$ cat src/rtl/tspp_pkg.sv
// ----------------------------------------------------------------------------
// Trajectory servo PWM player package
// Shared widths, request and register codes, reset values and the command
// and status bundles between the controller and the datapath.
// ----------------------------------------------------------------------------
package tspp_pkg;

   // Default number of points per bank
   localparam int TSPP_POINTS = 64;

   // Field widths
   localparam int REQ_TYPE_W = 2;
   localparam int PIDX_IN_W  = 6;
   localparam int POS_W      = 16;
   localparam int TICK_W     = 16;
   localparam int CMP_W      = 16;
   localparam int SEG_W      = 8;
   localparam int CSR_IDX_W  = 3;
   localparam int CSR_DATA_W = 16;
   localparam int GAIN_W     = 12;
   localparam int MAXD_W     = 15;
   localparam int MID_W      = 16;
   localparam int DB_W       = 10;

   // Shared divider: quotient bits per pass and step counter width
   localparam int QBITS  = 15;
   localparam int QCNT_W = 4;

   // Request codes
   localparam logic [REQ_TYPE_W-1:0] REQ_TICK   = 2'd0;
   localparam logic [REQ_TYPE_W-1:0] REQ_LOAD   = 2'd1;
   localparam logic [REQ_TYPE_W-1:0] REQ_COMMIT = 2'd2;

   // Register indexes
   localparam logic [CSR_IDX_W-1:0] CSR_P_GAIN_NUM = 3'd0;
   localparam logic [CSR_IDX_W-1:0] CSR_P_GAIN_DEN = 3'd1;
   localparam logic [CSR_IDX_W-1:0] CSR_MAX_DRIVE  = 3'd2;
   localparam logic [CSR_IDX_W-1:0] CSR_DRIVE_MID  = 3'd3;
   localparam logic [CSR_IDX_W-1:0] CSR_DEADBAND   = 3'd4;
   localparam logic [CSR_IDX_W-1:0] CSR_SERVO_MID1 = 3'd5;
   localparam logic [CSR_IDX_W-1:0] CSR_SERVO_MID2 = 3'd6;
   localparam logic [CSR_IDX_W-1:0] CSR_RUN_ENABLE = 3'd7;

   // Register reset values
   localparam logic [GAIN_W-1:0] RST_P_GAIN_NUM = 12'd1;
   localparam logic [GAIN_W-1:0] RST_P_GAIN_DEN = 12'd1;
   localparam logic [MAXD_W-1:0] RST_MAX_DRIVE  = 15'd1000;
   localparam logic [MID_W-1:0]  RST_DRIVE_MID  = 16'd1500;
   localparam logic [DB_W-1:0]   RST_DEADBAND   = 10'd0;
   localparam logic [MID_W-1:0]  RST_SERVO_MID  = 16'd1500;
   localparam logic              RST_RUN_ENABLE = 1'b1;

   // Controller to datapath commands
   typedef struct packed {
      logic do_load;     // write a point into the back bank
      logic do_commit;   // mark back bank ready with its length
      logic tick_begin;  // capture encoder, swap banks if due
      logic tick_eval;   // decide update, start index division
      logic rd_en;       // read the selected point
      logic mul_en;      // form the gain product
      logic drv_start;   // start the gain division
      logic out_load;    // load the result register
   } tspp_cmd_type;

   // Datapath to controller status
   typedef struct packed {
      logic tick_active; // run mode and ticks remain
      logic div_busy;    // shared divider still iterating
   } tspp_stat_type;

endpackage

$ cat src/rtl/tspp_ctrl.sv
// ----------------------------------------------------------------------------
// Trajectory player controller
// Sequences one request at a time and owns the result valid flag.
// ----------------------------------------------------------------------------
module tspp_ctrl
   import tspp_pkg::*;
(
   input  logic                  clock,
   input  logic                  reset,
   input  logic                  req_valid,
   input  logic [REQ_TYPE_W-1:0] req_type,
   output logic                  req_ready,
   input  logic                  rsp_ready,
   output logic                  rsp_valid,
   input  tspp_stat_type         stat,
   output tspp_cmd_type          cmd
);

   localparam logic [2:0] S_IDLE  = 3'd0;
   localparam logic [2:0] S_TICK  = 3'd1;
   localparam logic [2:0] S_IDIV  = 3'd2;
   localparam logic [2:0] S_READ  = 3'd3;
   localparam logic [2:0] S_MUL   = 3'd4;
   localparam logic [2:0] S_DLOAD = 3'd5;
   localparam logic [2:0] S_DDIV  = 3'd6;
   localparam logic [2:0] S_OUT   = 3'd7;

   logic [2:0] state_ff, state_in;
   logic       rsp_valid_ff, rsp_valid_in;
   logic       slot_free;

   assign slot_free = !rsp_valid_ff || rsp_ready;

   // Sequence the request
   always_comb begin
      state_in  = state_ff;
      cmd       = '0;
      req_ready = 1'b0;
      case (state_ff)
         S_IDLE: begin
            req_ready = 1'b1;
            if (req_valid) begin
               case (req_type)
                  REQ_TICK: begin
                     cmd.tick_begin = 1'b1;
                     state_in       = S_TICK;
                  end
                  REQ_LOAD:   cmd.do_load   = 1'b1;
                  REQ_COMMIT: cmd.do_commit = 1'b1;
                  default: ;
               endcase
            end
         end
         S_TICK: begin
            cmd.tick_eval = 1'b1;
            state_in      = stat.tick_active ? S_IDIV : S_OUT;
         end
         S_IDIV: begin
            if (!stat.div_busy) begin
               state_in = S_READ;
            end
         end
         S_READ: begin
            cmd.rd_en = 1'b1;
            state_in  = S_MUL;
         end
         S_MUL: begin
            cmd.mul_en = 1'b1;
            state_in   = S_DLOAD;
         end
         S_DLOAD: begin
            cmd.drv_start = 1'b1;
            state_in      = S_DDIV;
         end
         S_DDIV: begin
            if (!stat.div_busy) begin
               state_in = S_OUT;
            end
         end
         S_OUT: begin
            if (slot_free) begin
               cmd.out_load = 1'b1;
               state_in     = S_IDLE;
            end
         end
         default: state_in = S_IDLE;
      endcase
   end

   // Hold result valid until transfer
   always_comb begin
      rsp_valid_in = rsp_valid_ff;
      if (rsp_ready) begin
         rsp_valid_in = 1'b0;
      end
      if (cmd.out_load) begin
         rsp_valid_in = 1'b1;
      end
   end

   always_ff @(posedge clock) begin
      if (reset) begin
         state_ff     <= S_IDLE;
         rsp_valid_ff <= 1'b0;
      end else begin
         state_ff     <= state_in;
         rsp_valid_ff <= rsp_valid_in;
      end
   end

   assign rsp_valid = rsp_valid_ff;

endmodule

$ cat config.mk
export PLATFORM = sky130hd
export DESIGN_NAME = tspp_ctrl
export DESIGN_NICKNAME = d
export VERILOG_FILES = /design/src/rtl/tspp_pkg.sv /design/src/rtl/tspp_ctrl.sv
export SDC_FILE = /design/constraint.sdc
export NUM_CORES = 1
export LEC_CHECK = 0
export BUFFER_PORTS_ARGS = -buffer_cell sky130_fd_sc_hd__buf_2
export CAP_MARGIN = 40
export CORE_AREA = 2 2 39 41
export DETAILED_ROUTE_END_ITERATION = 8
export DIE_AREA = 0 0 41 43
export GPL_TIMING_DRIVEN = 0
export PLACE_DENSITY_LB_ADDON = 0.2
export SLEW_MARGIN = 5
export SYNTH_ARGS = -nofsm -noshare
export SYNTH_HDL_FRONTEND = slang
export SYNTH_SLANG_ARGS = --single-unit
$ cat constraint.sdc
create_clock -name clock -period 3 [get_ports clock]
set_clock_uncertainty 0.05 [all_clocks]
set_input_delay 0 -clock clock [delete_from_list [all_inputs] [get_ports clock]]
set_output_delay 0 -clock clock [all_outputs]
set_load 0.02 [all_outputs]
==> impl_metrics.py <==
metrics = {
    "cells_and_area": {
        "layout.nets": 76,
        "drive_above_1_share_pct": 50.0,
        "fin_cells": 78,
        "area_growth_pct": 35.9,
        "diodes": 0,
    },
    "cts": {
        "clockBufferDepth": 2,
        "post_cts_buffers": 0,
        "cts_root_buf": "clkbuf_4",
        "cts_tree": "built",
        "clock_latency_ns": 0.23,
        "post_cts_resized": 0,
        "clock-sinks": 4,
        "clk_pin_slew_ns": 0.04,
        "postCtsHoldBufs": 1,
        "cts_made_buffers": 3,
        "htree_levels": 1,
    },
    "pwr": {
        "swShare_pct": 44.7,
        "ir_drop_uv": 231,
        "power.share.sequential_pct": 20.3,
        "p_clk_share_pct": 15.5,
        "p_comb_share_pct": 64.2,
        "leakage_uw": 0.000259,
        "switchingPower_uw": 190,
        "power_density_nw_per_um2": 818,
        "intPower_uw": 235,
    },
    "placement": {
        "dp_cells": 74,
        "place_congestion": 0.674,
        "preCtsSetupSlack_ns": 1.42,
        "portBuffers": 17,
        "hpwl_um": 667,
    },
    "critical_path": {
        "setup.worst_path.start_class": "flop",
        "slowest_stage": "or4b_1",
        "path_cells": "inv_1 -> ha_1 -> or4b_1 -> o21ai_0 -> a211oi_1",
        "critical_path.endpoint": "state_ff[2]$_SDFFE_PP0P_",
        "arrival_ns": 1.62,
        "setup.worst_path.start": "state_ff[0]$_SDFFE_PP0P_",
        "rrSetupSlack_ns": 1.44,
        "worstReg2RegEnd": "state_ff[2]$_SDFFE_PP0P_",
        "crit_fanout": 3,
        "max_stage_delay_ns": 0.51,
        "critPathKind": "flop to flop",
        "required_ns": 3.06,
        "reg2reg_depth": 5,
        "r2r-start": "state_ff[0]$_SDFFE_PP0P_",
        "cp-end-kind": "flop",
    },
    "floorplan": {
        "die-area_um2": 1760,
        "core_area_um2": 1380,
        "row_count": 14,
        "ios": 18,
        "initial_core_util_pct": 27.7,
        "die_h_um": 43,
        "die_w_um": 41,
    },
    "route": {
        "top_layer": "met3",
        "wl_met3_um": 16,
        "wl_met2_um": 400,
        "wl_met1_um": 391,
        "viasPerCell": 4.60,
        "ant_nets": 0,
        "num_vias": 359,
        "drcViolationCount": 0,
        "dr.pass1.iters": 3,
        "routedWlPerCell_um": 10.4,
        "drt-initial-drc-count": 4,
        "wirelength_um": 808,
    },
    "timing": {
        "holdWs_ns": 0.140,
        "fin_ws_ns": 1.44,
        "tightest_slew_ns": 0.280,
        "report.final.slew_viol_count": 0,
        "relSlewSlack_pct": 81.3,
        "fmax_mhz": 639,
        "setup-tns-final_ns": 0,
        "min_period_ns": 1.56,
        "fin_crit_sh_pct": 52.1,
        "hold_viol": 0,
        "rsz0062_at_grt": "no",
        "setup_viol": 0,
    },
    "synthesis": {
        "ys_ff_latch": 4,
        "ys_types": 24,
        "postSynthCellCount": 41,
        "yosysWarnings": 0,
        "synthesis.area_um2": 383,
        "avgSynthCellArea_um2": 9.34,
        "seq_area_frac_synth_pct": 20.9,
        "syn_nets": 53,
    },
    "global_route": {
        "antenna_found_initial": 0,
        "track_usage_pct": 10.0,
        "grt_pass1_vias": 300,
        "grt_overflow": 0,
        "grt_pass1_wl_mm": 1.21,
        "grt_start_max_net_pins": 10,
    },
    "min_path": {
        "hold_path.class": "input port to flop",
    },
    "job": {
        "cap_viol_max_count": 0,
    },
    "outcome": {
        "outcome": "finished, final reports clean",
    },
}
-- layout make-up --
class / instances / area [um^2]
Timing Repair Buffer: 18 / 95.1
Clock buffer: 3 / 22.5
Tap cell: 16 / 20.0
Multi-Input combinational cell: 32 / 280
Inverter: 4 / 15.0
Fill cell: 149 / 863
Buffer: 1 / 7.51
Sequential cell: 4 / 80.1
-- cell usage after synthesis --
library cell  count  area, um^2
o21a_1            1        7.51
a21oi_1           2        10.0
buf_4             1        7.51
nand2b_1          1        6.26
o21bai_1          1        7.51
ha_1              4        50.1
or4b_1            1        10.0
and2b_2           3        26.3
nor3_1            1        5.00
and2_2            2        15.0
inv_1             4        15.0
nand2b_4          1        13.8
nor2_1            1        3.75
mux2i_1           1        10.0
o221ai_4          1        26.3
nor3b_2           1        12.5
nand2_1           2        7.51
nand2_2           1        6.26
dfxtp_1           4        80.1
o21ai_0           1        5.00
a211oi_1          2        15.0
a21o_1            1        7.51
nor3b_1           3        22.5
nor4_2            1        12.5
-- sequential cells by signal (all words and copies together) (netlist names) --
register	flops
state_ff	3
rsp_valid	1
-- per-layer routing --
metal,global-route usage (%),vias to the layer above
li1,-,190
met1,11.5,164
met2,15.3,5
met3,3.14,0
met4,6.00,0
met5,0,-
-- critical path: cells and delay by family (launching register included) --
family | cells | cell delay, ns
AOI/OAI and AO/OA | 2 | 0.19
adders and majority gates | 1 | 0.25
buffers and inverters | 1 | 0.09
and+or+nand+nor | 1 | 0.51
DFF | 1 | 0.35
-- metrics by stage --
step                total power (uW)  utilization [%]  cell area (um^2)
floorplan                        297                -               383
global placement                 359             35.3               488
detailed placement               363             35.3               488
CTS                              433             37.6               520
global route                     459             37.6               520
finish                           426             37.6               520
-- worst min-delay path by stage --
stage | cells past startpoint | from | end | slack (ns)
after floorplan | 1 | reset | rsp_valid$_SDFFE_PP0P_ | 0.02
after global placement | 2 | reset | rsp_valid$_SDFFE_PP0P_ | 0.17
after detailed placement | 2 | reset | state_ff[1]$_SDFFE_PP0P_ | 0.17
after CTS | 3 | rsp_ready | rsp_valid$_SDFFE_PP0P_ | 0.14
after global routing | 4 | stat[0] | state_ff[0]$_SDFFE_PP0P_ | 0.16
final | 3 | rsp_ready | rsp_valid$_SDFFE_PP0P_ | 0.14
-- power groups by stage --
stage,Combinational (uW),Sequential [uW],Clock (uW)
5_1_grt,296,88.8,73.5
3_3_place_gp,273,86.3,0
3_5_place_dp,276,87.2,0
2_1_floorplan,215,82.4,0
4_1_cts,277,86.5,69.4
6_report,274,86.4,66.0
-- logic make-up (layout without fill, tap and decap cells) --
kind of cell               after synthesis  after routing  share of synthesized area [%]
adders and majority gates                4              4                           13.1
AOI/OAI and AO/OA                        9              9                           20.6
buffers and inverters                    5             26                           5.88
and+or+nand+nor                         18             18                           36.9
DFF                                      4              4                           20.9
muxes                                    1              1                           2.61
-- layout by cell type (no fill, tap or decap), drive strengths merged --
master	instances
o21ai	1
nor3	1
buf	18
nor4	1
inv	4
mux2i	1
nor2	1
dlygate4sd3	1
clkbuf	3
nand2b	2
o21bai	1
nand2	3
ha	4
and2	2
a21o	1
nor3b	4
and2b	3
o21a	1
dfxtp	4
a21oi	2
a211oi	2
or4b	1
o221ai	1
(Power assumes the default switching activity.)
